==> src/sv/itoa_pkg.sv <==
// ----------------------------------------------------------------------------
// itoa_pkg
// Shared constants, types and helpers for the signed integer to decimal
// ASCII converter.
// ----------------------------------------------------------------------------
`default_nettype none

package itoa_pkg;

  localparam int VALUE_BITS  = 32;
  localparam int WORD_BITS   = 32;
  localparam int CHAR_BITS   = 6;
  localparam int DIGIT_BITS  = 4;
  localparam int QUEUE_DEPTH = 2;
  localparam int QPTR_BITS   = $clog2(QUEUE_DEPTH);
  localparam int QCNT_BITS   = $clog2(QUEUE_DEPTH + 1);

  localparam logic [CHAR_BITS-1:0] CHAR_ZERO  = CHAR_BITS'(48);
  localparam logic [CHAR_BITS-1:0] CHAR_MINUS = CHAR_BITS'(45);

  // Number of decimal digits of the widest magnitude
  function automatic int max_digits();
    logic [WORD_BITS-1:0] v;
    int n;
    v = '1;
    n = 0;
    for (int i = 0; i < 64; i++) begin
      if (v != '0) begin
        v = v / 10;
        n++;
      end
    end
    return n;
  endfunction

  localparam int MAX_DIGITS = max_digits();
  localparam int IDX_BITS   = $clog2(MAX_DIGITS);

  // ceil(2^(W+3) / 10): exact divide-by-ten reciprocal for W-bit operands
  localparam logic [WORD_BITS+4:0] RECIP_FULL =
      (((WORD_BITS+5)'(1) << (WORD_BITS + 3)) + (WORD_BITS+5)'(9)) / (WORD_BITS+5)'(10);
  localparam logic [WORD_BITS-1:0] RECIP = RECIP_FULL[WORD_BITS-1:0];

  typedef struct packed {
    logic                 negative;
    logic [WORD_BITS-1:0] mag;
  } item_t;

  typedef enum logic [1:0] {
    BK_IDLE,
    BK_DIV,
    BK_SIGN,
    BK_EMIT
  } bk_state_t;

endpackage

`default_nettype wire

==> src/sv/itoa_queue.sv <==
// ----------------------------------------------------------------------------
// itoa_queue
// Short FIFO between the classifying front and the conversion back end.
// ----------------------------------------------------------------------------
`default_nettype none

module itoa_queue (
  input  wire logic             clk,
  input  wire logic             rst_n,
  input  wire logic             push,
  input  wire itoa_pkg::item_t  push_item,
  output logic                  full,
  output logic                  pop_valid,
  input  wire logic             pop_ready,
  output itoa_pkg::item_t       pop_item
);
  import itoa_pkg::*;

  item_t                entries_r [QUEUE_DEPTH];
  logic [QPTR_BITS-1:0] wr_ptr_r, wr_ptr_nxt;
  logic [QPTR_BITS-1:0] rd_ptr_r, rd_ptr_nxt;
  logic [QCNT_BITS-1:0] count_r, count_nxt;
  logic                 pop;

  assign full      = (count_r == QCNT_BITS'(QUEUE_DEPTH));
  assign pop_valid = (count_r != '0);
  assign pop_item  = entries_r[rd_ptr_r];
  assign pop       = pop_valid && pop_ready;

  always_comb begin
    wr_ptr_nxt = wr_ptr_r;
    rd_ptr_nxt = rd_ptr_r;
    count_nxt  = count_r;
    if (push) begin
      wr_ptr_nxt = (wr_ptr_r == QPTR_BITS'(QUEUE_DEPTH - 1)) ? '0 : wr_ptr_r + 1'b1;
    end
    if (pop) begin
      rd_ptr_nxt = (rd_ptr_r == QPTR_BITS'(QUEUE_DEPTH - 1)) ? '0 : rd_ptr_r + 1'b1;
    end
    if (push && !pop) begin
      count_nxt = count_r + 1'b1;
    end else if (pop && !push) begin
      count_nxt = count_r - 1'b1;
    end
  end

  always_ff @(posedge clk) begin
    if (!rst_n) begin
      wr_ptr_r <= '0;
      rd_ptr_r <= '0;
      count_r  <= '0;
    end else begin
      wr_ptr_r <= wr_ptr_nxt;
      rd_ptr_r <= rd_ptr_nxt;
      count_r  <= count_nxt;
    end
  end

  always_ff @(posedge clk) begin
    if (push) begin
      entries_r[wr_ptr_r] <= push_item;
    end
  end

  a_no_push_when_full: assert property (@(posedge clk) disable iff (!rst_n)
    push |-> !full)
    else $error("queue push while full");

  a_count_bound: assert property (@(posedge clk) disable iff (!rst_n)
    count_r <= QCNT_BITS'(QUEUE_DEPTH))
    else $error("queue count out of range");

  a_pop_count: assert property (@(posedge clk) disable iff (!rst_n)
    (pop && !push) |=> (count_r == $past(count_r) - 1'b1))
    else $error("queue count did not drop on pop");

endmodule

`default_nettype wire

==> config.mk <==
export PLATFORM = sky130hd
export DESIGN_NAME = itoa_queue
export DESIGN_NICKNAME = d
export VERILOG_FILES = /design/src/sv/itoa_pkg.sv /design/src/sv/itoa_queue.sv
export SDC_FILE = /design/constraint.sdc
export NUM_CORES = 1
export LEC_CHECK = 0
export BUFFER_PORTS_ARGS = -buffer_cell sky130_fd_sc_hd__buf_2
export CORE_MARGIN = 2
export CORE_UTILIZATION = 46
export CTS_CLUSTER_DIAMETER = 120
export DETAILED_ROUTE_END_ITERATION = 7
export PLACE_DENSITY = 0.7
export SLEW_MARGIN = 20
export SYNTH_ARGS = -nofsm -noshare
export SYNTH_HDL_FRONTEND = slang
export SYNTH_SLANG_ARGS = --single-unit
export TNS_END_PERCENT = 20
==> constraint.sdc <==
create_clock -name clk -period 3.6 [get_ports clk]
set_clock_uncertainty 0.2 [all_clocks]
set_input_delay 0.36 -clock clk [delete_from_list [all_inputs] [get_ports clk]]
set_output_delay 0.36 -clock clk [all_outputs]
set_load 0.01 [all_outputs]
==> results.toml <==
[global_routing]
antenna_found_initial = 0
grt_start_max_net_pins = 35
grt_pass1_wl_um = 6580
grt_overflow = 0
grt_usage_pct = 14.5
grt_pass1_vias = 1438

[yosys]
synth_seq_cells = 71
syn-cell-area_mm2 = 0.00259
ys_warn_count = 0
synth.avg_cell_area_um2 = 20.7
synth_nets = 163
yosysSeqAreaShare_pct = 80.3
syn_inst = 125
yosysUniqueCellTypes = 15

[sta]
max-slew-margin-rel_pct = 35.0
post-route-min-period_ps = 2470
tns_ps = 0
rsz0062_at_grt = "no"
setup_viol = 0
max_slew.worst_pin.slew_ps = 973
period_share_pct = 68.6
fmax_mhz = 405
finalHoldViolCount = 0
report.final.slew_viol_count = 0

[clocking]
cts_resized = 0
cts_tree = "built"
clk_pin_slew_ps = 70
clkLatencyLatePin_ps = 330
ctsRootBufferMaster = "clkbuf_8"
clockBufferDepth = 2
cts_buffers = 9
clock-sinks = 71
htree_levels = 3

[placement]
portBuffers = 71
dp_cells = 266
place_hpwl_um = 2880
gp_congestion = 0.686

[power]
p_clk_share_pct = 28.4
p_int_mw = 1.56
power_frac_seq_pct = 48.6
p_comb_share_pct = 22.9
powerDensity_mw_per_mm2 = 636
netSwitchingFraction_pct = 25.0
p_leak_nw = 1.24
switching_power_mw = 0.522
ir_worst_vdd_mv = 0.474

[layout]
final_cell_mix = "71 x buf_2, 66 x edfxtp_1, 33 x mux2_2, 10 x clkbuf_8"
antenna_cells = 0
nNetsFinal = 248
regArea_mm2 = 0.00208
final_common_cell = "buf_2"
multi_input_area_um2 = 499
synthToLayoutAreaGrowth_pct = 26.4
drive_gt1_share_pct = 55.3
nFillCells = 419
fin_cells = 287

[worst_hold_path]
hold_class = "in2reg"
min_to = "entries_r[0][30]$_DFFE_PP_"
whs_path_depth = 1
hp-start = "push_item[30]"

[critical_path]
endpoint_kind = "primary output"
rr_worst_depth = 4
slowest_delay_ps = 670
rr_endpoint = "count_r[1]$_SDFFE_PN0P_"
path_cells = "buf_4 > mux2_2 > buf_2"
cpMaxStageDelayCell = "dfxtp_1"
arrival_ps = 1910
worst_setup_path_start_kind = "flip-flop"
cp_max_fo = 21
critical_path_required_ps = 3040
critical_path_class = "reg2out"
r2r_start = "count_r[0]$_SDFFE_PN0P_"
reg2reg_slack_ps = 1880

[detailed_routing]
wl_met2_um = 2360
post-route-drc-count = 0
routed_wl_um = 4330
dr.pass1.iters = 4
vias_per_cell = 4.79
vias = 1375
wl_met3_um = 218
antenna_left = 0
highest_layer = "met4"
drt-initial-drc-count = 103
wl_met1_um = 1700
wl_per_cell_um = 15.1

[floorplan]
die_area_mm2 = 0.00626
start_util_pct = 47.4
die_h_um = 79.1
core_mm2 = 0.00547
die_x_um = 79.1
fp-row-count = 27
pin_count = 72

[flow_run]
cap_viol_max_count = 0

[run_status]
outcome = "complete, no violations"
routing by layer:
metal	track usage, %	up-vias
met4	6.72	0
li1	-	650
met1	15.7	681
met2	25.2	40
met3	5.57	4
met5	0	-
synth_stat cells, drive strengths merged:
library cell	n	area, µm²
edfxtp	66	1980
mux2	33	372
dfxtp	5	100
and2	4	25.0
buf	4	20.0
nor2b	3	18.8
o21ai	2	10.0
xnor2	2	17.5
a21boi	1	7.51
ha	1	12.5
o21a	1	7.51
or2	1	6.26
or3	1	6.26
xor2	1	8.76
worst max-delay path by stage:
stage,start,to,cells past startpoint
2_1_floorplan,push,entries_r[0][0]$_DFFE_PP_,1
3_3_place_gp,flip-flop,pop_item[4],3
3_5_place_dp,flip-flop,pop_item[4],3
4_1_cts,flip-flop,pop_item[13],3
5_1_grt,flip-flop,pop_item[0],3
6_report,flip-flop,pop_item[0],3
through the flow:
stage                     hold slack, ps  utilization (%)  total power [mW]  instance area, µm²  setup slack [ps]
after floorplan                      259                -              1.34                2590              1090
after global placement               285             55.6              1.49                3040              1510
after detailed placement             352             55.6              1.51                3040              1450
after CTS                          0.910             59.5              2.11                3260              1080
after global routing                1.88             59.9              2.18                3280              1000
final                               21.8             59.9              2.09                3280              1130
final cells by class:
class | instances | area share [%]
flip-flops and latches | 71 | 63.5
repair buffers | 78 | 12.8
clock buffers | 15 | 4.77
multi-input cells | 50 | 15.2
well taps | 72 | 2.75
clock inverters | 1 | 0.916
power groups by stage:
stage / clock [mW] / combinational, mW / sequential [mW]
floorplan: 0 / 0.334 / 1.00
CTS: 0.608 / 0.486 / 1.01
global placement: 0 / 0.464 / 1.03
finish: 0.593 / 0.479 / 1.01
global route: 0.642 / 0.516 / 1.02
detailed placement: 0 / 0.480 / 1.03
sequential cells by signal, summed over array words and instances (netlist names), named ones only:
name,flops
wr_ptr_r,1
count_r,2
rd_ptr_r,1
entries_r,66
worst max-delay path, delay by kind of cell (launching register included):
family,cells,cell delay (ps)
buffers and inverters,2,540
multiplexers,1,370
flip-flops,1,670
timing repair:
| action | in CTS | in global routing |
|---|---|---|
| endpoints found under the hold margin | 6 | 4 |
| hold buffers | 3 | 2 |
| setup buffers | 0 | 0 |
cells by family after synthesis:
| group | synth area share, % |
|---|---|
| AO/OA/AOI/OAI | 0.965 |
| XOR/XNOR | 1.01 |
| flip-flops | 80.3 |
| adder cells (fa/ha/maj) | 0.482 |
| multiplexers | 14.3 |
| buffers and inverters | 0.772 |
| AND/OR/NAND/NOR | 2.17 |
Power figures use the tool's default switching activity.
