## src/sv/itoa_pkg.sv

```systemverilog
// ----------------------------------------------------------------------------
// itoa_pkg
// Shared constants, types and helpers for the signed integer to decimal
// ASCII converter.
// ----------------------------------------------------------------------------
`default_nettype none

package itoa_pkg;

  localparam int VALUE_BITS  = 32;
  localparam int WORD_BITS   = 32;
  localparam int CHAR_BITS   = 6;
  localparam int DIGIT_BITS  = 4;
  localparam int QUEUE_DEPTH = 2;
  localparam int QPTR_BITS   = $clog2(QUEUE_DEPTH);
  localparam int QCNT_BITS   = $clog2(QUEUE_DEPTH + 1);

  localparam logic [CHAR_BITS-1:0] CHAR_ZERO  = CHAR_BITS'(48);
  localparam logic [CHAR_BITS-1:0] CHAR_MINUS = CHAR_BITS'(45);

  // Number of decimal digits of the widest magnitude
  function automatic int max_digits();
    logic [WORD_BITS-1:0] v;
    int n;
    v = '1;
    n = 0;
    for (int i = 0; i < 64; i++) begin
      if (v != '0) begin
        v = v / 10;
        n++;
      end
    end
    return n;
  endfunction

  localparam int MAX_DIGITS = max_digits();
  localparam int IDX_BITS   = $clog2(MAX_DIGITS);

  // ceil(2^(W+3) / 10): exact divide-by-ten reciprocal for W-bit operands
  localparam logic [WORD_BITS+4:0] RECIP_FULL =
      (((WORD_BITS+5)'(1) << (WORD_BITS + 3)) + (WORD_BITS+5)'(9)) / (WORD_BITS+5)'(10);
  localparam logic [WORD_BITS-1:0] RECIP = RECIP_FULL[WORD_BITS-1:0];

  typedef struct packed {
    logic                 negative;
    logic [WORD_BITS-1:0] mag;
  } item_t;

  typedef enum logic [1:0] {
    BK_IDLE,
    BK_DIV,
    BK_SIGN,
    BK_EMIT
  } bk_state_t;

endpackage

`default_nettype wire

```

## src/sv/itoa_if.sv

```systemverilog
// ----------------------------------------------------------------------------
// itoa_if
// Valid/ready channels for input words and output characters.
// ----------------------------------------------------------------------------
`default_nettype none

interface itoa_in_if;
  import itoa_pkg::*;

  logic                         valid;
  logic                         ready;
  logic signed [VALUE_BITS-1:0] value;

  modport source (output valid, output value, input ready);
  modport sink   (input valid, input value, output ready);
endinterface


`default_nettype wire

```

## src/sv/itoa_front.sv

```systemverilog
// ----------------------------------------------------------------------------
// itoa_front
// Accepts input words, splits off the sign and forms the unsigned magnitude.
// ----------------------------------------------------------------------------
`default_nettype none

module itoa_front (
  itoa_in_if.sink         in_ch,
  input  wire logic       queue_full,
  output logic            push,
  output itoa_pkg::item_t push_item
);
  import itoa_pkg::*;

  logic [WORD_BITS-1:0] word_w;
  logic                 neg_w;

  assign word_w = WORD_BITS'(in_ch.value);
  assign neg_w  = word_w[WORD_BITS-1];

  assign in_ch.ready = !queue_full;
  assign push        = in_ch.valid && !queue_full;

  always_comb begin
    push_item.negative = neg_w;
    push_item.mag      = neg_w ? (~word_w + 1'b1) : word_w;
  end

endmodule

`default_nettype wire

```

## src/flat_wrapper.sv

```systemverilog
// flat-port wrapper written by rule: the top's interface ports become plain ports
module itoa_front_flat import itoa_pkg::*;
  (queue_full, push, push_item, in_ch_valid, in_ch_value, in_ch_ready);
  itoa_in_if in_ch_i ();
  input  wire logic queue_full;
  output logic push;
  output itoa_pkg::item_t push_item;
  input wire logic [$bits(in_ch_i.valid)-1:0] in_ch_valid;
  input wire logic [$bits(in_ch_i.value)-1:0] in_ch_value;
  output wire logic [$bits(in_ch_i.ready)-1:0] in_ch_ready;
  assign in_ch_i.valid = in_ch_valid;
  assign in_ch_i.value = in_ch_value;
  assign in_ch_ready = in_ch_i.ready;
  itoa_front u_core (.in_ch(in_ch_i), .queue_full(queue_full), .push(push), .push_item(push_item));
endmodule
```

## config.mk

```make
export PLATFORM = sky130hd
export DESIGN_NAME = itoa_front_flat
export DESIGN_NICKNAME = d
export VERILOG_FILES = /design/src/sv/itoa_pkg.sv /design/src/sv/itoa_if.sv /design/src/sv/itoa_front.sv /design/src/flat_wrapper.sv
export SDC_FILE = /design/constraint.sdc
export NUM_CORES = 1
export LEC_CHECK = 0
export BUFFER_PORTS_ARGS = -buffer_cell sky130_fd_sc_hd__buf_2
export CELL_PAD_IN_SITES_DETAIL_PLACEMENT = 0
export CELL_PAD_IN_SITES_GLOBAL_PLACEMENT = 2
export CORE_MARGIN = 3
export CORE_UTILIZATION = 20
export DETAILED_ROUTE_END_ITERATION = 10
export GPL_ROUTABILITY_DRIVEN = 0
export GPL_TIMING_DRIVEN = 0
export PLACE_DENSITY = 0.88
export SLEW_MARGIN = 20
export SYNTH_ARGS = -nofsm -noshare
export SYNTH_HDL_FRONTEND = slang
export SYNTH_SLANG_ARGS = --single-unit
```

## constraint.sdc

```tcl
create_clock -name vclk -period 3.3
set_input_delay 0.66 -clock vclk [all_inputs]
set_output_delay 0.66 -clock vclk [all_outputs]
set_load 0.01 [all_outputs]
```

==> impl_results.html <==
<table>
<tr><th>Metric</th><th>Value</th></tr>
<tr><th colspan="2">Run status</th></tr>
<tr><td>Run status</td><td>finished, final reports clean</td></tr>
<tr><th colspan="2">Flow run</th></tr>
<tr><td>Maximum capacitance violations</td><td>0</td></tr>
<tr><th colspan="2">Floorplanning</th></tr>
<tr><td>Placement row count</td><td>22</td></tr>
<tr><td>Die outline height</td><td>68.9 um</td></tr>
<tr><td>Effective utilization at floorplan</td><td>21.1%</td></tr>
<tr><td>Die width</td><td>68.9 um</td></tr>
<tr><td>Area enclosed by the die boundary</td><td>4740 um2</td></tr>
<tr><td>Core Area</td><td>3740 um2</td></tr>
<tr><td>I/O pin total</td><td>69</td></tr>
<tr><th colspan="2">Detailed routing</th></tr>
<tr><td>Pre-Repair DR Iteration Count</td><td>4</td></tr>
<tr><td>DRT iter0 DRCs</td><td>24</td></tr>
<tr><td>Antenna Nets Post-Route</td><td>0</td></tr>
<tr><td>Routed via count</td><td>1,043</td></tr>
<tr><td>Residual DRC count</td><td>0</td></tr>
<tr><td>Avg WL per Cell</td><td>12.5 um</td></tr>
<tr><td>Wire length reported by the detailed router</td><td>2810 um</td></tr>
<tr><td>Via density</td><td>4.64</td></tr>
<tr><th colspan="2">Worst hold path</th></tr>
<tr><td>Min-Delay Endpoint</td><td>in_ch_ready</td></tr>
<tr><td>Number of instances on the worst hold path</td><td>3</td></tr>
<tr><td>Critical hold path startpoint</td><td>queue_full</td></tr>
<tr><td>HP Class</td><td>primary input to output pin</td></tr>
<tr><th colspan="2">Timing</th></tr>
<tr><td>Transition time at the pin with the least slew margin</td><td>0.468 ns</td></tr>
<tr><td>Pins over their slew limit</td><td>0</td></tr>
<tr><td>Final setup violating endpoints</td><td>0</td></tr>
<tr><td>Achievable Freq</td><td>329 MHz</td></tr>
<tr><td>Post-route setup slack</td><td>0.258 ns</td></tr>
<tr><td>Share of the clock period used by the worst path after layout</td><td>92.2%</td></tr>
<tr><td>Max_slew headroom</td><td>68.8%</td></tr>
<tr><td>Accumulated negative setup slack</td><td>0 ns</td></tr>
<tr><td>Hold Vio Cnt, Final</td><td>0</td></tr>
<tr><td>Unrepaired setup endpoints after global routing</td><td>false</td></tr>
<tr><td>Minimum clock period</td><td>3.04 ns</td></tr>
<tr><th colspan="2">Synth</th></tr>
<tr><td>Yosys top cell area share</td><td>32.1%</td></tr>
<tr><td>Sequential share of the synthesized area</td><td>0%</td></tr>
<tr><td>Total number of yosys warnings</td><td>0</td></tr>
<tr><td>Post-synthesis cell area</td><td>791 um2</td></tr>
<tr><td>Synth Area per Inst</td><td>7.32 um2</td></tr>
<tr><td>Synth Net Count</td><td>143</td></tr>
<tr><td>Leading cell types by total area after synthesis</td><td>xnor2_1 (32%), o31ai_1 (12%), nor4_4 (8.1%)</td></tr>
<tr><td>Number of instances in the synthesized netlist</td><td>108</td></tr>
<tr><td>Number of different library cells in the post-synthesis netlist</td><td>28</td></tr>
<tr><td>Largest area contributor in the synthesized netlist</td><td>xnor2_1</td></tr>
<tr><th colspan="2">Power</th></tr>
<tr><td>VDD IR-drop max</td><td>0.0463 mV</td></tr>
<tr><td>Power density of the placed cells</td><td>145 nW/um2</td></tr>
<tr><td>Overall power after layout</td><td>174 uW</td></tr>
<tr><td>Static Leakage</td><td>0.478 nW</td></tr>
<tr><th colspan="2">GRT</th></tr>
<tr><td>Maximum number of pins on one net before global-route repair</td><td>11</td></tr>
<tr><td>First-pass GRT wire length</td><td>4240 um</td></tr>
<tr><td>Vias in the first global route</td><td>957</td></tr>
<tr><td>Number of antenna violations at the first check in global routing</td><td>0</td></tr>
<tr><td>GRT Resource Usage Total</td><td>11.0%</td></tr>
<tr><td>Total gr overflow</td><td>0</td></tr>
<tr><th colspan="2">Place</th></tr>
<tr><td>Cell Count Post-Placement</td><td>225</td></tr>
<tr><td>Count of buffers inserted at the top-level ports</td><td>69</td></tr>
<tr><td>Setup slack after placement</td><td>0.240 ns</td></tr>
<tr><td>Post-DP HPWL</td><td>2390 um</td></tr>
<tr><th colspan="2">Worst setup path</th></tr>
<tr><td>Critical Path Fanout Max</td><td>6</td></tr>
<tr><td>Critical path origin</td><td>in_ch_value[1]</td></tr>
<tr><td>Critical path arrival</td><td>2.38 ns</td></tr>
<tr><td>Required time of the worst setup path</td><td>2.64 ns</td></tr>
<tr><td>CP Class</td><td>primary input to output pin</td></tr>
<tr><td>Category of the worst setup path launch point</td><td>primary input</td></tr>
<tr><td>Critical Path End Type</td><td>output pin</td></tr>
<tr><th colspan="2">Final layout</th></tr>
<tr><td>Fill cell instance count of the final layout</td><td>438</td></tr>
<tr><td>Num sequential</td><td>0</td></tr>
<tr><td>Final Net Count</td><td>214</td></tr>
<tr><td>Final cell count without fillers</td><td>225</td></tr>
<tr><td>Number of clock-tree buffers in the layout</td><td>0</td></tr>
<tr><td>Fraction of final layout cells sized beyond drive strength 1</td><td>46.9%</td></tr>
<tr><td>Sequential cell area</td><td>0 um2</td></tr>
<tr><td>Diode count</td><td>0</td></tr>
<tr><td>Core utilization of the finished layout</td><td>32.0%</td></tr>
<tr><td>Synth-to-Final Area Change</td><td>51.3%</td></tr>
<tr><th colspan="2">Clock tree</th></tr>
<tr><td>Buffer count from post-CTS setup fixing</td><td>0</td></tr>
<tr><td>Cells resized by post-CTS repair</td><td>0</td></tr>
<tr><td>Post-CTS Hold Fix Bufs</td><td>0</td></tr>
</table>
[cell usage after synthesis]
cell      instances
nand4b_1          1
nand2_1          14
nor3_2            2
xnor2_1          29
nor3_1            3
nor2_1            4
or2_2             1
clkbuf_1          3
buf_2             1
nor2b_1           2
nand3_1           2
nand2_2           1
nand4_1           2
nor4_4            3
nand2b_1          1
nand3_2           1
or3_1             3
nor4b_1           1
o41ai_1           5
or4_1             1
o31ai_1          13
ha_1              1
nand3b_2          1
o21ai_0           6
nor4_2            1
buf_4             2
nor3b_2           1
inv_1             3
[final cells by class]
type | instances | area [um2] | area share (%)
inverters | 3 | 11.3 | 0.941
well taps | 48 | 60.1 | 5.02
repair buffers | 69 | 345 | 28.9
multi-input cells | 99 | 748 | 62.6
plain buffers | 6 | 31.3 | 2.62
[report_power, final]
part	total [mW]	internal [mW]	switching, mW
clock	0	0	0
combinational	0.174	0.0798	0.0939
sequential	0	0	0
[through the flow]
| step | hold slack (ns) | area, um2 |
|---|---|---|
| after floorplan | 1.35 | 791 |
| final | 1.56 | 1200 |
| after global routing | 1.58 | 1200 |
| after CTS | 1.56 | 1200 |
| after global placement | 1.56 | 1200 |
| after detailed placement | 1.56 | 1200 |
[logic make-up (layout without fill, tap and decap cells)]
logic type	after synthesis	after routing	synth area share, %
AOI/OAI and AO/OA	24	24	21.7
buffers and inverters	9	78	5.38
xor gates and xnor gates	29	29	32.1
adders and majority gates	1	1	1.58
and+or+nand+nor	45	45	39.2
[routing by layer]
| layer | vias up | global-route usage (%) | share of wire, % |
|---|---|---|---|
| met3 | 0 | 0.162 | 7.5 |
| met1 | 467 | 15.4 | 46 |
| met2 | 41 | 20.1 | 46 |
| li1 | 535 | - | - |
| met5 | - | 0 | 0 |
| met4 | 0 | 0 | 0 |
[worst max path at each step]
stage                    end  depth (start not counted)
3_3_place_gp   push_item[22]                          8
5_1_grt        push_item[22]                          8
2_1_floorplan  push_item[31]                          4
6_report       push_item[22]                          8
4_1_cts        push_item[22]                          8
3_5_place_dp   push_item[22]                          8
[worst max-delay path, cell delays in order]
cell	delay (ns)
buf_2	0.10
inv_1	0.08
ha_1	0.24
nor4b_1	0.26
nand4_1	0.33
o31ai_1	0.38
xnor2_1	0.17
buf_2	0.16
[layout by cell type, fill, tap and decap left out, drive strengths merged, types with 2 or more instances in the layout]
cell type	synthesis	layout
nor3	5	5
nor2	4	4
o41ai	5	5
o21ai	6	6
nor2b	2	2
nand4	2	2
nor4	4	4
xnor2	29	29
nand2	15	15
buf	3	72
or3	3	3
clkbuf	3	3
nand3	3	3
inv	3	3
o31ai	13	13
(Power assumes the default switching activity.)
